==> config.mk <==
export PLATFORM = sky130hd
export DESIGN_NAME = char_lcd_bus_write_sequencer
export DESIGN_NICKNAME = d
export VERILOG_FILES = /design/src/sv/clcd_pkg.sv /design/src/sv/char_lcd_bus_write_sequencer.sv
export SDC_FILE = /design/constraint.sdc
export NUM_CORES = 1
export LEC_CHECK = 0
export BUFFER_PORTS_ARGS = -buffer_cell sky130_fd_sc_hd__clkbuf_2
export CORE_ASPECT_RATIO = 0.75
export CORE_MARGIN = 5
export CORE_UTILIZATION = 45
export DETAILED_ROUTE_END_ITERATION = 8
export PLACE_DENSITY = 0.7
export SLEW_MARGIN = 15
export SYNTH_ARGS = -nofsm -noshare
export SYNTH_HDL_FRONTEND = slang
export SYNTH_SLANG_ARGS = --single-unit
==> constraint.sdc <==
create_clock -name clock -period 4.1 [get_ports clock]
set_input_delay 1.23 -clock clock [delete_from_list [all_inputs] [get_ports clock]]
set_output_delay 1.23 -clock clock [all_outputs]
set_load 0.03 [all_outputs]
==> src/sv/clcd_pkg.sv <==
// Shared constants, control word type and microcode ROM for the LCD bus write sequencer.
package clcd_pkg;

   // Cursor columns at or beyond this value saturate to the last column.
   localparam int unsigned LINE_LENGTH = 40;
   localparam int unsigned COL_W = 6;
   localparam logic [COL_W-1:0] COL_MAX = COL_W'(LINE_LENGTH - 1);

   // Request commands.
   localparam logic [1:0] CMD_INSTR  = 2'd0;
   localparam logic [1:0] CMD_DATA   = 2'd1;
   localparam logic [1:0] CMD_CURSOR = 2'd2;
   localparam logic [1:0] CMD_INIT   = 2'd3;

   // Configuration register indexes.
   localparam logic REG_BUS_MODE = 1'b0;
   localparam logic REG_DRIVE_RW = 1'b1;

   // Controller instruction bytes and nibbles.
   localparam logic [7:0] LCD_NIB_FUNC4   = 8'h02;
   localparam logic [7:0] LCD_NIB_LINES   = 8'h08;
   localparam logic [7:0] LCD_FUNC_SET8   = 8'h38;
   localparam logic [7:0] LCD_DISPLAY_ON  = 8'h0C;
   localparam logic [7:0] LCD_CLEAR       = 8'h01;

   // Microcode step addresses.
   localparam int unsigned STEP_W = 4;
   localparam logic [STEP_W-1:0] ENTRY_BYTE  = 4'd0;
   localparam logic [STEP_W-1:0] ENTRY_INIT4 = 4'd2;
   localparam logic [STEP_W-1:0] ENTRY_INIT8 = 4'd5;
   localparam logic [STEP_W-1:0] STEP_LAST   = 4'd9;

   // Byte source.
   localparam logic SRC_OPER  = 1'b0;
   localparam logic SRC_CONST = 1'b1;

   // Which part of the byte goes on the bus.
   localparam logic [1:0] PART_FULL = 2'd0;  // whole byte in either mode
   localparam logic [1:0] PART_HEAD = 2'd1;  // whole byte on 8-bit bus, high nibble on 4-bit bus
   localparam logic [1:0] PART_LOW  = 2'd2;  // low nibble

   // Conditions for the last flag and for jumps.
   localparam logic [1:0] COND_NEVER  = 2'd0;
   localparam logic [1:0] COND_ALWAYS = 2'd1;
   localparam logic [1:0] COND_IF_8BIT = 2'd2;

   typedef struct packed {
      logic              src;
      logic [7:0]        konst;
      logic [1:0]        part;
      logic [1:0]        last_cond;
      logic [1:0]        jump_cond;
      logic [STEP_W-1:0] target;
   } ctrl_word_type;

   function automatic ctrl_word_type ctrl_rom(input logic [STEP_W-1:0] addr);
      ctrl_word_type w;
      w = '{src: SRC_CONST, konst: 8'h00, part: PART_FULL, last_cond: COND_ALWAYS,
            jump_cond: COND_NEVER, target: ENTRY_BYTE};
      case (addr)
         // Single byte: operand as one strobe or two nibbles.
         4'd0: w = '{SRC_OPER, 8'h00, PART_HEAD, COND_IF_8BIT, COND_NEVER, ENTRY_BYTE};
         4'd1: w = '{SRC_OPER, 8'h00, PART_LOW, COND_ALWAYS, COND_NEVER, ENTRY_BYTE};
         // Init on the 4-bit bus opens with raw nibbles.
         4'd2: w = '{SRC_CONST, LCD_NIB_FUNC4, PART_FULL, COND_NEVER, COND_NEVER, ENTRY_BYTE};
         4'd3: w = '{SRC_CONST, LCD_NIB_FUNC4, PART_FULL, COND_NEVER, COND_NEVER, ENTRY_BYTE};
         4'd4: w = '{SRC_CONST, LCD_NIB_LINES, PART_FULL, COND_NEVER, COND_ALWAYS, 4'd6};
         // Init on the 8-bit bus opens with function set.
         4'd5: w = '{SRC_CONST, LCD_FUNC_SET8, PART_FULL, COND_NEVER, COND_NEVER, ENTRY_BYTE};
         4'd6: w = '{SRC_CONST, LCD_DISPLAY_ON, PART_HEAD, COND_NEVER, COND_IF_8BIT, 4'd8};
         4'd7: w = '{SRC_CONST, LCD_DISPLAY_ON, PART_LOW, COND_NEVER, COND_NEVER, ENTRY_BYTE};
         4'd8: w = '{SRC_CONST, LCD_CLEAR, PART_HEAD, COND_IF_8BIT, COND_NEVER, ENTRY_BYTE};
         4'd9: w = '{SRC_CONST, LCD_CLEAR, PART_LOW, COND_ALWAYS, COND_NEVER, ENTRY_BYTE};
         default: w = '{SRC_CONST, 8'h00, PART_FULL, COND_ALWAYS, COND_NEVER, ENTRY_BYTE};
      endcase
      return w;
   endfunction

endpackage

==> src/sv/char_lcd_bus_write_sequencer.sv <==
// Character LCD bus write sequencer: turns requests into enable-strobe bus writes.
//
// The req_ channel takes one item per request: an instruction byte, a data byte,
// a cursor position, or a power-on init. The rsp_ channel gives one item per bus
// strobe, with rsp_tlast high on the final strobe of the request. In 8-bit bus mode
// a byte is one strobe; in 4-bit mode it is two strobes, high nibble first, with the
// nibble in bits 3..0 of bus_value. Init gives 3 strobes in 8-bit mode and 7 in
// 4-bit mode (raw nibbles 2, 2, 8 first).
// A request occupies the block from its acceptance until its final strobe is issued.
// Acceptance loads the step counter; a microcode ROM of ten steps, indexed by the
// step counter, with conditional jumps on the bus mode, then gives one strobe per
// cycle into the output register, whenever it is empty or rsp_tready is high.
// The output register lets a new request be accepted while the final strobe of the
// previous one still waits on rsp_tready. A stalled receiver holds the step counter.
// Reset (synchronous, active high) empties the output register, idles the
// sequencer and sets both bus_mode and drive_rw to 1. Configuration writes are
// applied at once and must only happen while the block is idle.
module char_lcd_bus_write_sequencer (
   input  logic        clock,
   input  logic        reset,
   // request channel
   input  logic        req_tvalid,
   output logic        req_tready,
   input  logic [23:0] req_tdata,   // command[1:0], byte_value[9:2], column[15:10], row[16]
   // strobe channel
   output logic        rsp_tvalid,
   input  logic        rsp_tready,
   output logic [15:0] rsp_tdata,   // reg_select[0], rw_low[1], bus_value[9:2]
   output logic        rsp_tlast,
   // configuration
   input  logic        csr_we,
   input  logic        csr_index,
   input  logic        csr_wdata
);

   // Request fields.
   logic [1:0] req_command;
   logic [7:0] req_byte_value;
   logic [clcd_pkg::COL_W-1:0] req_column;
   logic       req_row;
   logic [clcd_pkg::COL_W-1:0] col_sat;
   logic [7:0] req_operand;

   assign req_command    = req_tdata[1:0];
   assign req_byte_value = req_tdata[9:2];
   assign req_column     = req_tdata[15:10];
   assign req_row        = req_tdata[16];

   // Configuration registers.
   logic bus_mode_ff, bus_mode_in;
   logic drive_rw_ff, drive_rw_in;

   // Sequencer state.
   logic                              busy_ff, busy_in;
   logic [clcd_pkg::STEP_W-1:0]       step_ff, step_in;
   logic [7:0]                        oper_ff, oper_in;
   logic                              oper_rs_ff, oper_rs_in;

   // Output register.
   logic       rsp_valid_ff, rsp_valid_in;
   logic       rsp_rs_ff, rsp_rs_in;
   logic       rsp_rw_ff, rsp_rw_in;
   logic [7:0] rsp_bus_ff, rsp_bus_in;
   logic       rsp_last_ff, rsp_last_in;

   clcd_pkg::ctrl_word_type word;
   logic       req_accept;
   logic       can_emit;
   logic [7:0] byte_sel;
   logic [7:0] bus_val;
   logic       is_last;
   logic       take_jump;
   logic [clcd_pkg::STEP_W-1:0] entry;

   assign req_tready = !busy_ff;
   assign req_accept = req_tvalid && !busy_ff;

   // The cursor address is 0x80 | (row ? 0x40 : 0) | column, with the column clamped.
   assign col_sat = (req_column >= clcd_pkg::COL_MAX) ? clcd_pkg::COL_MAX : req_column;
   assign req_operand = (req_command == clcd_pkg::CMD_CURSOR) ?
                        {1'b1, req_row, col_sat} : req_byte_value;

   always_comb begin
      if (req_command != clcd_pkg::CMD_INIT) begin
         entry = clcd_pkg::ENTRY_BYTE;
      end else if (bus_mode_ff) begin
         entry = clcd_pkg::ENTRY_INIT4;
      end else begin
         entry = clcd_pkg::ENTRY_INIT8;
      end
   end

   // One control word per step.
   assign word     = clcd_pkg::ctrl_rom(step_ff);
   assign can_emit = busy_ff && (!rsp_valid_ff || rsp_tready);
   assign byte_sel = (word.src == clcd_pkg::SRC_OPER) ? oper_ff : word.konst;

   always_comb begin
      case (word.part)
         clcd_pkg::PART_FULL: bus_val = byte_sel;
         clcd_pkg::PART_HEAD: bus_val = bus_mode_ff ? {4'h0, byte_sel[7:4]} : byte_sel;
         clcd_pkg::PART_LOW:  bus_val = {4'h0, byte_sel[3:0]};
         default:             bus_val = byte_sel;
      endcase
   end

   always_comb begin
      case (word.last_cond)
         clcd_pkg::COND_ALWAYS:  is_last = 1'b1;
         clcd_pkg::COND_IF_8BIT: is_last = !bus_mode_ff;
         default:                is_last = 1'b0;
      endcase
      case (word.jump_cond)
         clcd_pkg::COND_ALWAYS:  take_jump = 1'b1;
         clcd_pkg::COND_IF_8BIT: take_jump = !bus_mode_ff;
         default:                take_jump = 1'b0;
      endcase
   end

   // Next-state logic.
   always_comb begin
      bus_mode_in = bus_mode_ff;
      drive_rw_in = drive_rw_ff;
      if (csr_we) begin
         case (csr_index)
            clcd_pkg::REG_BUS_MODE: bus_mode_in = csr_wdata;
            clcd_pkg::REG_DRIVE_RW: drive_rw_in = csr_wdata;
            default: ;
         endcase
      end

      busy_in    = busy_ff;
      step_in    = step_ff;
      oper_in    = oper_ff;
      oper_rs_in = oper_rs_ff;
      if (req_accept) begin
         busy_in    = 1'b1;
         step_in    = entry;
         oper_in    = req_operand;
         oper_rs_in = (req_command == clcd_pkg::CMD_DATA);
      end else if (can_emit) begin
         busy_in = !is_last;
         step_in = take_jump ? word.target : step_ff + clcd_pkg::STEP_W'(1);
      end

      // The output register loads a strobe or drains when the receiver takes it.
      rsp_valid_in = rsp_valid_ff && !rsp_tready;
      rsp_rs_in    = rsp_rs_ff;
      rsp_rw_in    = rsp_rw_ff;
      rsp_bus_in   = rsp_bus_ff;
      rsp_last_in  = rsp_last_ff;
      if (can_emit) begin
         rsp_valid_in = 1'b1;
         rsp_rs_in    = (word.src == clcd_pkg::SRC_OPER) ? oper_rs_ff : 1'b0;
         rsp_rw_in    = drive_rw_ff;
         rsp_bus_in   = bus_val;
         rsp_last_in  = is_last;
      end
   end

   always_ff @(posedge clock) begin
      if (reset) begin
         bus_mode_ff  <= 1'b1;
         drive_rw_ff  <= 1'b1;
         busy_ff      <= 1'b0;
         step_ff      <= clcd_pkg::ENTRY_BYTE;
         rsp_valid_ff <= 1'b0;
      end else begin
         bus_mode_ff  <= bus_mode_in;
         drive_rw_ff  <= drive_rw_in;
         busy_ff      <= busy_in;
         step_ff      <= step_in;
         rsp_valid_ff <= rsp_valid_in;
      end
   end

   always_ff @(posedge clock) begin
      oper_ff     <= oper_in;
      oper_rs_ff  <= oper_rs_in;
      rsp_rs_ff   <= rsp_rs_in;
      rsp_rw_ff   <= rsp_rw_in;
      rsp_bus_ff  <= rsp_bus_in;
      rsp_last_ff <= rsp_last_in;
   end

   assign rsp_tvalid = rsp_valid_ff;
   assign rsp_tdata  = {6'h00, rsp_bus_ff, rsp_rw_ff, rsp_rs_ff};
   assign rsp_tlast  = rsp_last_ff;

   // The step counter never leaves the program while a request is in progress.
   a_step_in_program: assert property (@(posedge clock) disable iff (reset)
      busy_ff |-> (step_ff <= clcd_pkg::STEP_LAST))
      else $error("step counter outside the microcode program");

   // An accepted request starts the sequencer at a valid entry point.
   a_accept_starts: assert property (@(posedge clock) disable iff (reset)
      req_accept |=> (busy_ff && (step_ff == clcd_pkg::ENTRY_BYTE ||
                      step_ff == clcd_pkg::ENTRY_INIT4 || step_ff == clcd_pkg::ENTRY_INIT8)))
      else $error("request accepted without starting the sequencer");

   // Issuing the final strobe frees the sequencer and marks the item as last.
   a_last_ends: assert property (@(posedge clock) disable iff (reset)
      (can_emit && is_last) |=> (!busy_ff && rsp_tvalid && rsp_tlast))
      else $error("final strobe did not end the request");

   // A strobe that is not the last keeps the sequencer busy.
   a_not_last_continues: assert property (@(posedge clock) disable iff (reset)
      (can_emit && !is_last) |=> (busy_ff && rsp_tvalid && !rsp_tlast))
      else $error("sequencer stopped before the final strobe");

endmodule
### Yosys cells after proc, flatten, opt, wreduce, memory -nomap -nowiden

Memories as Yosys holds them, arrays and structs flattened. A register that Yosys moved wholly into a read port is not among the register bits.
Index checks and enable logic that the tools add are counted.

| cells by class | value |
|---|---|
| add/sub/neg operators | 1 |
| magnitude comparators | 1 |
| eq/ne operators | 9 |
| multiplexer cells | 17 |
| bitwise logic cells | 1 |
| reduce and logical (&&, ||, !) cells | 12 |

Operators by type and width:

| cell | count |
|---|---|
| two-way mux 4 bit | 5 |
| two-way mux 8 bit | 2 |
| one-hot mux 8 bit (2 select lines) | 1 |
| == test 2 x 1 -> 1 bit, second input constant | 4 |
| == test 2 bit, second input constant | 4 |
| two-way mux 7 bit | 1 |
| >= comparator 6 bit, second input constant | 1 |
| two-way mux 3 bit | 2 |
| two-way mux 6 bit | 1 |
| zero test 1 bit | 5 |
| adder 4 x 1 -> 4 bit, second input constant | 1 |
| one-hot mux 1 bit (2 select lines) | 2 |
| AND reduction 2 bit | 2 |
| logical AND 1 bit | 3 |
| two-way mux 1 bit | 3 |
| != test 2 bit, second input constant | 1 |
| nonzero test 2 bit | 1 |
| logical OR 1 bit | 1 |
| NOT 1 bit | 1 |

| word-level totals | value |
|---|---|
| flip-flop bits (word level) | 28 |
| bits in read-only memories | 256 |
| bits of input ports | 31 |
| output and inout bits | 19 |
| word-level logic and storage cells | 54 |
| memories | 1 |

Memories:

| name | words | width | read ports | clocked after memory_dff | wr ports | line | text |
|---|---|---|---|---|---|---|---|
| (name not given) | 16 | 16 | 1 | 1 | 0 | clcd_pkg.sv:60 | `case (addr)` |

### Depth between registers and ports, before layout

Gate-level depths: netlist of the first run.

| logic depth | value |
|---|---|
| depth after elaboration | 7 |
| gate-level depth with buffers | 8 |
| mapped depth without buffers | 8 |

### Worst setup path after synthesis of the first run

OpenSTA, ideal clock, no wires.

| timing path | value |
|---|---|
| path type | input to register |
| start point | input rsp_tready |
| end point | register word[6] (netlist name) |
| library setup time | 0.121 ns |
| arrival time | 2.495 ns |
| data required time | 3.979 ns |
| slack | 1.484 ns |
| stages | 7 |
| buffers on the path | 0 |
| cell sequence | nand2b_4 -> nand2_2 -> inv_4 -> a31o_1 -> a211oi_4 -> nor2_2 -> mux2_2 |

| on the way | value |
|---|---|
| word-level cells in the longest chain between the ends | 5 |

Ends and longest elaborated chain:

| what | line | text |
|---|---|---|
| from (decl) | char_lcd_bus_write_sequencer.sv:27 | `input logic rsp_tready,` |
| logical OR 1 bit | char_lcd_bus_write_sequencer.sv:95 | `assign can_emit = busy_ff && (!rsp_valid_ff \|\| rsp_tready);` |
| logical AND 1 bit | char_lcd_bus_write_sequencer.sv:95 |  |
| net can_emit | char_lcd_bus_write_sequencer.sv:68 | `logic can_emit;` |
| nonzero test 2 bit (no source line) | n/a |  |
| two-way mux 4 bit (no source line) (2 in series) | n/a |  |

The timed path passes the listed nets, and every way through them passes these cells.
A chain may end at the register's enable or synchronous reset.

### Final worst setup path of the first run

| timing path | value |
|---|---|
| start point | input rsp_tready |
| end point | register word[6] (netlist name) |

| on the way | value |
|---|---|
| word-level cells in the longest chain between the ends | 5 |

Ends and longest elaborated chain:

| what | line |
|---|---|
| logical OR 1 bit | char_lcd_bus_write_sequencer.sv:95 |
| logical AND 1 bit | char_lcd_bus_write_sequencer.sv:95 |
| nonzero test 2 bit (no source line) | n/a |
| two-way mux 4 bit (no source line) (2 in series) | n/a |

Every way passes these cells.

==> results of run 1 <==
==> metrics by stage <==
stage               area [µm²]  hold slack (ps)  util, %  instances
global placement          2112            412.4    51.78        257
CTS                       2220            428.5    54.42        265
finish                    2220            424.5    54.42        265
global route              2220            459.7    54.42        265
detailed placement        2112            411.2    51.78        257
floorplan                 1942            401.8        -        177
==> kinds of logic (layout without fill, tap and decap cells) <==
logic type,Yosys count,after routing
simple gates,58,58
flops,40,40
compound gates,35,35
buf+inv,22,55
mux,8,8
fa+ha+maj,7,7
other cells,1,6
xor+xnor,1,1
==> cell type report <==
cell class              count  area, µm²  share of cell area, %
flip-flops and latches     40       1001                  45.10
multi-input cells         115      818.3                  36.87
repair buffers             36      180.2                  8.117
clock buffers               6      72.57                  3.269
well taps                  55      68.82                  3.100
inverters                  11      43.79                  1.973
clock inverters             2      35.03                  1.578
==> state kept, by name, indices dropped and copies added (netlist names) <==
| name | flops |
|---|---|
| rsp_tvalid | 1 |
| rsp_rw_ff | 1 |
| rsp_rs_ff | 1 |
| oper_rs_ff | 1 |
| bus_mode_ff | 1 |
| word | 12 |
| drive_rw_ff | 1 |
| rsp_tlast | 1 |
| step_ff | 4 |
| oper_ff | 8 |
| rsp_bus_ff | 8 |
| busy_ff | 1 |
==> routing by layer <==
metal	GRT usage, %	share of wire [%]
met1	17.20	48
met2	19.96	43
met3	3.461	8.1
met4	4.150	1.1
met5	0	0
==> worst max path at each step <==
| stage | slack [ps] | start | cells past startpoint | endpoint |
|---|---|---|---|---|
| after CTS | 1500 | rsp_tready | 8 | word[6]$_DFF_P_ |
| after detailed placement | 1190 | rsp_tready | 8 | word[6]$_DFF_P_ |
| final | 1480 | rsp_tready | 7 | word[6]$_DFF_P_ |
| after global routing | 1380 | req_tvalid | 7 | word[6]$_DFF_P_ |
| after global placement | 1220 | rsp_tready | 8 | word[6]$_DFF_P_ |
| after floorplan | 1480 | rsp_tready | 7 | word[6]$_DFF_P_ |
==> report_power, final <==
group	internal, mW	switching [mW]
Combinational	0.0622	0.106
Clock	0.181	0.126
Sequential	0.457	0.0161
Total	0.700	0.248
==> cell usage in the layout, fill, tap and decap left out, types with 3 or more instances in the layout <==
cell type / count
mux2i_1: 5
o21ai_0: 5
edfxtp_1: 20
mux2_2: 3
conb_1: 6
nor3_1: 3
clkbuf_8: 5
nand2_1: 9
a221oi_1: 3
ha_1: 7
nor2b_1: 4
nand2b_1: 6
nor2_1: 16
dfxtp_1: 20
clkbuf_2: 36
inv_1: 9
a21oi_1: 8
==> results.py, run 1 <==
metrics = {
    "outcome": {
        "status": "finished clean",
    },
    "global_routing": {
        "grt_max_degree": 15,
        "grt_pass1_wl_um": 5699,
        "antenna_found_initial": 0,
        "grt_pass1_vias": 1258,
        "grtUsageTotal_pct": 12.78,
        "grt_remaining_overflow": 0,
    },
    "clock_tree": {
        "cts_num_sinks": 40,
        "clock_latency_ps": 280,
        "cts_root_buffer": "clkbuf_8",
        "post_cts_resized": 0,
        "postCtsHoldBufs": 0,
        "clk_path_buf_depth": 2,
        "cts_setup_buffers": 0,
        "clkTransAtPathRegs_ps": 70,
        "ctsHtreeMaxLevel": 2,
        "cts_tree": "yes",
        "numCtsBuffers": 5,
    },
    "logic_synthesis": {
        "synth_compound_area_share_pct": 14.12,
        "yosys.area.top_type": "edfxtp_1",
        "synthAdderAreaFrac_pct": 4.554,
        "synthSimpleGateAreaFrac_pct": 17.89,
        "synth_edf_count": 20,
        "synthArstFlopShare_pct": 0,
        "synthTopCellsByArea": "edfxtp_1 (31%), dfxtp_1 (21%), ha_1 (4.6%), buf_4 (3.1%), nor2_1 (3.1%)",
        "yosysUniqueCellTypes": 54,
        "ys_ff_latch": 40,
        "syn-instance-count": 172,
        "netlist_top_cells_count": "dfxtp_1 (20), edfxtp_1 (20), nor2_1 (16)",
        "avgSynthCellArea_um2": 11.18,
        "synth_xor_area_share_pct": 0.4554,
        "synth_top_area_share_pct": 31.23,
        "synth_area_um2": 1923,
        "yosys_warnings": 0,
        "ys_seq_area_share_pct": 52.05,
        "synth_flop_cell": "edfxtp_1",
        "synthMuxAreaShare_pct": 4.359,
        "synth_top_family_by_area": "simple AND/OR/NAND/NOR gates",
    },
    "worst_setup_path": {
        "crit_chain": "clkbuf_2, nand2b_4, nand2_2, nor2_1, a221oi_1, nor2_1, mux2_2",
        "end_kind": "register",
        "crit_arrival_ps": 2790,
        "r2r_cells": 6,
        "worstPathMaxFanout": 8,
        "r2r_slack_ps": 1970,
        "worstPathRequired_ps": 4260,
        "rr_endpoint": "word[6]$_DFF_P_",
        "worstSetupPathType": "in2reg",
        "cpMostUsedCell": "nor2_1",
        "crit_buf_inv": 1,
        "crit-reg2reg-launch": "word[4]$_SDFF_PP0_",
        "slowest_delay_ps": 610,
        "start_kind": "input pin",
        "crit_slowest_cell": "a221oi_1",
        "path_delay_family": "compound AO/OA/AOI/OAI gates",
    },
    "sta": {
        "relSlewSlack_pct": 54.75,
        "fin_crit_ps": 2622,
        "fin_ws_ps": 1478,
        "finalSetupTns_ps": 0,
        "fmax_ghz": 0.3814,
        "rsz0062_at_grt": "false",
        "skew_ps": 8.324,
        "hold_viol": 0,
        "slew_viol_final": 0,
        "finalSetupViolCount": 0,
        "tightest_slew_ps": 678.8,
        "finalCritPeriodShare_pct": 63.95,
    },
    "routing": {
        "drcViolationCount": 0,
        "firstDrtPassIters": 4,
        "post_drt_wl_per_cell_um": 12.86,
        "avgViaCountPerCell": 5.030,
        "ant_nets": 0,
        "drt-total-wl_um": 3409,
        "drtIter0Drc": 95,
        "vias": 1333,
    },
    "floorplanning": {
        "die_x_um": 85.49,
        "pin_count": 50,
        "start_util_pct": 47.15,
        "floorplan.rows": 20,
        "core_area_um2": 4079,
        "dieArea_um2": 5695,
        "die_h_um": 66.62,
    },
    "finish": {
        "num-nets-final": 247,
        "antenna_cells": 0,
        "fill_cells": 361,
        "syn_to_final_growth_pct": 15.42,
        "drive_gt1_share_pct": 31.43,
    },
    "power_and_ir_drop": {
        "p_leak_nw": 0.9416,
        "powerDensity_nw_per_um2": 427.2,
        "p_total_mw": 0.9483,
        "ir_worst_vdd_v": 0.0001825,
    },
    "worst_hold_path": {
        "min-delay-path-class": "reg2reg",
        "holdPathStages": 0,
        "hold_end": "rsp_rw_ff$_DFFE_PP_",
        "worst_hold_startpoint": "drive_rw_ff$_SDFFE_PP1P_",
    },
    "placed_design": {
        "gp_congestion": 0.7850,
        "dp_hpwl_um": 2568,
        "numPortBuffers": 36,
        "preCtsSetupSlack_ps": 1190,
    },
    "flow_run": {
        "drv_cap": 0,
    },
}
(Power assumes the default switching activity.)
==> inputs of run 2 (changes only) <==
--- a/config.mk
+++ b/config.mk
@@ -5,12 +5,13 @@
 export SDC_FILE = /design/constraint.sdc
 export NUM_CORES = 1
 export LEC_CHECK = 0
+export ABC_AREA = 1
 export BUFFER_PORTS_ARGS = -buffer_cell sky130_fd_sc_hd__clkbuf_2
 export CORE_ASPECT_RATIO = 0.75
 export CORE_MARGIN = 5
 export CORE_UTILIZATION = 45
 export DETAILED_ROUTE_END_ITERATION = 8
-export PLACE_DENSITY = 0.7
+export PLACE_DENSITY = 0.73
 export SLEW_MARGIN = 15
 export SYNTH_ARGS = -nofsm -noshare
 export SYNTH_HDL_FRONTEND = slang
==> constraint.sdc (replaced) <==
create_clock -name clock -period 2.2 [get_ports clock]
set_input_delay 0.66 -clock clock [delete_from_list [all_inputs] [get_ports clock]]
set_output_delay 0.66 -clock clock [all_outputs]
set_load 0.03 [all_outputs]
==> results.py, run 2 <==
metrics = {
    "floorplanning": {
        "floorplan.rows": 20,
        "die_h_um": 66.08,
        "die_x_um": 84.77,
        "start_util_pct": 46.54,
        "pin_count": 50,
        "core_area_um2": 4054,
        "dieArea_um2": 5601,
    },
    "clock_tree": {
        "clkTransAtPathRegs_ps": 70,
        "postCtsHoldBufs": 0,
        "cts_num_sinks": 40,
        "cts_setup_buffers": 0,
        "numCtsBuffers": 5,
        "ctsHtreeMaxLevel": 2,
        "cts_root_buffer": "clkbuf_8",
        "cts_tree": "yes",
        "clock_latency_ps": 290,
        "post_cts_resized": 0,
        "clk_path_buf_depth": 2,
    },
    "worst_hold_path": {
        "worst_hold_startpoint": "drive_rw_ff$_SDFFE_PP1P_",
        "min-delay-path-class": "reg2reg",
        "holdPathStages": 0,
        "hold_end": "rsp_rw_ff$_DFFE_PP_",
    },
    "logic_synthesis": {
        "synthTopCellsByArea": "edfxtp_1 (32%), dfxtp_1 (21%), inv_1 (7.0%), nand2_1 (6.8%), nor2_1 (4.8%)",
        "yosys.area.top_type": "edfxtp_1",
        "synthArstFlopShare_pct": 0,
        "ys_seq_area_share_pct": 53.05,
        "synth_flop_cell": "edfxtp_1",
        "yosys_warnings": 0,
        "netlist_top_cells_count": "inv_1 (35), nand2_1 (34), nor2_1 (24)",
        "yosysMostFrequentCell": "inv_1",
        "synth_area_um2": 1887,
        "yosysUniqueCellTypes": 28,
        "synth_top_area_share_pct": 31.83,
        "synth_edf_count": 20,
        "ys_ff_latch": 40,
        "syn-instance-count": 213,
        "avgSynthCellArea_um2": 8.858,
    },
    "sta": {
        "skew_ps": 2.658,
        "rsz0062_at_grt": "false",
        "fin_crit_ps": 1667,
        "timing.hold.ws_ps": 429.8,
        "hold_viol": 0,
        "finalCritPeriodShare_pct": 75.78,
        "finalSetupTns_ps": 0,
        "fmax_ghz": 0.5998,
        "slew_viol_final": 0,
        "finalSetupViolCount": 0,
    },
    "finish": {
        "postLayoutCoreUtil_pct": 54.10,
        "largest_register_ffs": 12,
        "layout_common_cells": "clkbuf_2 (36), inv_1 (35), nand2_1 (34)",
        "antenna_cells": 0,
        "syn_to_final_growth_pct": 16.25,
        "layout_commonest_cell": "clkbuf_2",
        "drive_gt1_share_pct": 25.78,
        "num-nets-final": 293,
    },
    "worst_setup_path": {
        "slowest_delay_ps": 340,
        "crit_chain": "inv_1, ha_1, inv_1, nand3_1, nand3_1, nand2_2, o21bai_1, nand2_1, nand2_1, nand2_1",
        "start_kind": "register",
        "cpMostUsedCell": "nand2_1",
        "crit_slowest_cell": "dfxtp_1",
        "cp-startpoint": "word[4]$_SDFF_PP0_",
        "worstSetupPathType": "reg2reg",
        "r2r_slack_ps": 530,
        "crit_arrival_ps": 1840,
        "rr_endpoint": "word[6]$_DFF_P_",
        "r2r_cells": 10,
        "worstPathMaxFanout": 4,
        "crit-reg2reg-launch": "word[4]$_SDFF_PP0_",
        "worstPathRequired_ps": 2370,
        "end_kind": "register",
    },
    "placed_design": {
        "numPortBuffers": 36,
        "dp_hpwl_um": 2850,
        "gp_congestion": 0.8134,
    },
    "global_routing": {
        "grt_max_degree": 13,
        "antenna_found_initial": 0,
        "grtUsageTotal_pct": 13.97,
        "grt_remaining_overflow": 0,
        "grt_pass1_wl_um": 5996,
        "grt_pass1_vias": 1315,
    },
    "routing": {
        "wl_met3_um": 252,
        "post_drt_wl_per_cell_um": 11.31,
        "wl_met2_um": 1382,
        "drcViolationCount": 0,
        "firstDrtPassIters": 4,
        "drt-total-wl_um": 3518,
        "drt-met1-wl_um": 1832,
        "ant_nets": 0,
        "drtIter0Drc": 91,
        "maxUsedRoutingLayer": "met4",
        "vias": 1435,
        "avgViaCountPerCell": 4.614,
    },
    "power_and_ir_drop": {
        "ir_worst_vdd_v": 0.0003665,
        "powerDensity_nw_per_um2": 772.5,
        "p_leak_nw": 1.115,
        "p_total_mw": 1.694,
    },
    "flow_run": {
        "drv_cap": 0,
    },
    "outcome": {
        "status": "finished clean",
    },
}
run 2: cell types whose count changed in the layout (fill, tap and decap cells not counted), sizes merged, moves of 4 or more:
cell	delta
mux2i	-5
nand3	+12
nor2b	-5
nand2	+33
nor2	+10
nand2b	-8
inv	+30
o32ai	+4
run 2: report_power, final:
group / internal, mW / switching [mW]
registers: 0.859 / 0.0294
clock network: 0.220 / 0.249
logic: 0.111 / 0.226
run 2: worst max-delay path, delay by kind of cell, from the launching register on:
kind	cells	cell delay, ps
AO/OA/AOI/OAI	1	200
adder cells (fa/ha/maj)	1	280
buffers and inverters	2	160
flip-flops	1	340
AND/OR/NAND/NOR	6	560
run 2: logic make-up (layout without fill, tap and decap cells):
logic type	Yosys count	in the layout	share of synthesized area (%)
compound gates	20	20	6.963
buf+inv	50	88	11.54
flops	40	40	53.05
other cells	1	6	0.1987
xor+xnor	1	1	0.4643
simple gates	94	94	23.14
fa+ha+maj	7	7	4.642
run 2: final cells by class:
cell class	instances	area (µm²)
clock buffers	6	72.57
fillers	393	1861
well taps	55	68.82
clock inverters	2	11.26
repair buffers	38	195.2
flip-flops and latches	40	1001
multi-input cells	128	686.9
inverters	42	157.7
run 2: worst max path at each step:
stage / end / slack, ps / cells past startpoint
6_report: word[6]$_DFF_P_ / 530 / 10
2_1_floorplan: word[6]$_DFF_P_ / 540 / 11
3_3_place_gp: word[6]$_DFF_P_ / 360 / 12
4_1_cts: word[6]$_DFF_P_ / 520 / 10
5_1_grt: word[6]$_DFF_P_ / 300 / 10
3_5_place_dp: word[6]$_DFF_P_ / 360 / 12
run 2: through the flow:
step,area [µm²],std cells,setup WS (ps)
detailed placement,2110,303,358.9
global route,2193,311,303.5
finish,2193,311,532.8
floorplan,1906,218,544.3
global placement,2110,303,363.1
CTS,2193,311,519.9
run 2: metal layers:
layer  vias to the layer above  track usage (%)
met5                         -                0
li1                        754                -
met3                         6            5.106
met1                       637            20.14
met4                         0            5.336
met2                        38            18.75
==> inputs of run 3 (changes only) <==
==> constraint.sdc (replaced) <==
create_clock -name clock -period 1.4 [get_ports clock]
set_input_delay 0.42 -clock clock [delete_from_list [all_inputs] [get_ports clock]]
set_output_delay 0.42 -clock clock [all_outputs]
set_load 0.03 [all_outputs]
==> results.py, run 3 (synthesis gave the netlist of run 2 again) <==
metrics = {
    "clock_tree": {
        "clk_path_buf_depth": 2,
        "clkTransAtPathRegs_ps": 70,
        "clock_latency_ps": 280,
        "cts_num_sinks": 40,
        "cts_tree": "yes",
        "ctsHtreeMaxLevel": 2,
        "cts_root_buffer": "clkbuf_8",
        "postCtsHoldBufs": 0,
        "numCtsBuffers": 5,
    },
    "power_and_ir_drop": {
        "swShare_pct": 29.96,
        "clkPwrFrac_pct": 25.4,
        "p_sw_mw": 0.8413,
        "p_int_mw": 1.967,
        "power.share.sequential_pct": 49.6,
        "ir_worst_vdd_v": 0.0006537,
        "powerDensity_nw_per_um2": 1125,
        "p_leak_nw": 1.248,
        "p_comb_share_pct": 25.0,
    },
    "worst_setup_path": {
        "worstSetupPathType": "reg2reg",
        "r2r_cells": 13,
        "worstPathMaxFanout": 4,
        "worstPathRequired_ps": 1570,
        "end_kind": "register",
        "crit_arrival_ps": 1700,
        "start_kind": "register",
    },
    "routing": {
        "post_drt_wl_per_cell_um": 11.31,
        "drcViolationCount": 0,
        "ant_nets": 0,
        "firstDrtPassIters": 4,
        "drt-total-wl_um": 3777,
        "drtIter0Drc": 101,
        "vias": 1536,
        "avgViaCountPerCell": 4.599,
    },
    "global_routing": {
        "grt_max_degree": 13,
        "antenna_found_initial": 0,
        "grtUsageTotal_pct": 14.75,
        "grt_remaining_overflow": 0,
        "grt_pass1_wl_um": 6423,
        "grt_pass1_vias": 1473,
    },
    "floorplanning": {
        "die_h_um": 66.08,
        "dieArea_um2": 5601,
        "core_area_um2": 4054,
        "pin_count": 50,
        "floorplan.rows": 20,
        "start_util_pct": 46.54,
        "die_x_um": 84.77,
    },
    "finish": {
        "layout_common_cells": "clkbuf_2 (36), inv_1 (28), nand2_1 (28)",
        "fill_cells": 346,
        "antenna_cells": 0,
        "largest_register_ffs": 12,
        "final_cells": 334,
        "drive_gt1_share_pct": 42.29,
        "postLayoutCellArea_um2": 2497,
        "syn_to_final_growth_pct": 32.36,
        "layout_commonest_cell": "clkbuf_2",
        "num-nets-final": 316,
    },
    "sta": {
        "skew_ps": 7.017,
        "slew_viol_final": 0,
        "finalCritPeriodShare_pct": 108.7,
        "rsz0062_at_grt": "true",
        "fin_ws_ps": -122.3,
        "hold_viol": 0,
        "finalSetupViolCount": 12,
        "fmax_ghz": 0.6569,
        "fin_crit_ps": 1522,
    },
    "placed_design": {
        "dp_cells": 322,
        "numPortBuffers": 36,
        "dp_hpwl_um": 2929,
        "gp_congestion": 0.8254,
        "placed_cell_area_um2": 2275,
    },
    "outcome": {
        "violations": "negative setup slack",
        "status": "complete, but fails checks",
    },
    "worst_hold_path": {
        "min-delay-path-class": "in2reg",
        "holdPathStages": 2,
    },
    "flow_run": {
        "drv_cap": 0,
    },
}
[run 3: changes by cell type in the layout (fill, tap and decap cells not counted), moves of 5 or more]
cell | before | now
buf_4 | 2 | 24
inv_1 | 35 | 28
nand2_1 | 34 | 28
dfxtp_1 | 20 | 15
[run 3: repair_timing]
item                                    4_1_cts  5_1_grt
setup buffers                                 3        1
pin swaps                                     7        7
endpoints found under the hold margin         0        0
resized for setup                             9       22
endpoints found under the setup margin       16       20
cloned                                        0        0
[run 3: final timing paths]
| kind | startpoint | end | slack [ps] |
|---|---|---|---|
| hold reg to reg | drive_rw_ff$_SDFFE_PP1P_ | rsp_rw_ff$_DFFE_PP_ | 430 |
| setup reg to reg | word[4]$_SDFF_PP0_ | word[8]$_DFF_P_ | -120 |
| setup / recovery | word[4]$_SDFF_PP0_ | word[8]$_DFF_P_ | -120 |
| hold / removal | reset | rsp_tvalid$_SDFF_PP0_ | 350 |
[run 3: routing by layer]
metal,global-route usage (%),up-vias,share of wire (%),routed length [µm]
li1,-,799,-,-
met1,19.91,682,49,1863
met2,22.36,51,41,1567
met3,3.985,4,7.8,295
met4,6.126,0,1.4,51
met5,0,-,0,0
[run 3: stage by stage]
step | setup TNS, ps | hold WS [ps] | total power [mW] | utilization [%] | setup WS [ps]
after floorplan | -6.119 | 401.9 | 1.823 | - | -6.119
after global placement | -1171 | 412.7 | 2.023 | 56.11 | -143.5
after detailed placement | -1525 | 407.9 | 2.036 | 56.11 | -149.6
after CTS | -619.4 | 328.5 | 2.770 | 59.32 | -92.37
after global routing | -2219 | 345.6 | 2.968 | 61.60 | -209.6
final | -873.6 | 348.0 | 2.808 | 61.60 | -122.3
[run 3: worst max-delay path, stage by stage, from the launching register on]
cell,delay [ps]
dfxtp_4,380
inv_4,40
ha_4,260
inv_4,40
nand2_4,70
nand2_1,50
nand2_1,50
nand2_1,70
nand2_2,110
nand2_2,100
inv_2,80
nor2_2,40
nand2_2,70
nand2_1,60
[run 3: power groups by stage]
| stage | combinational [mW] | sequential (mW) | clock, mW |
|---|---|---|---|
| 5_1_grt | 0.774 | 1.40 | 0.791 |
| 3_3_place_gp | 0.608 | 1.41 | 0 |
| 3_5_place_dp | 0.618 | 1.42 | 0 |
| 2_1_floorplan | 0.340 | 1.48 | 0 |
| 6_report | 0.702 | 1.39 | 0.713 |
| 4_1_cts | 0.647 | 1.39 | 0.731 |
[run 3: final cells by class]
type                       instances  area (µm²)  share of cell area (%)
timing repair buffer              61       371.6                   14.88
tap                               55       68.82                   2.756
clock buffer                       5       68.82                   2.756
multi-input combinational        128       799.5                   32.01
inverter                          42       165.2                   6.613
sequential                        40        1010                   40.43
clock inverter                     3       13.76                  0.5511
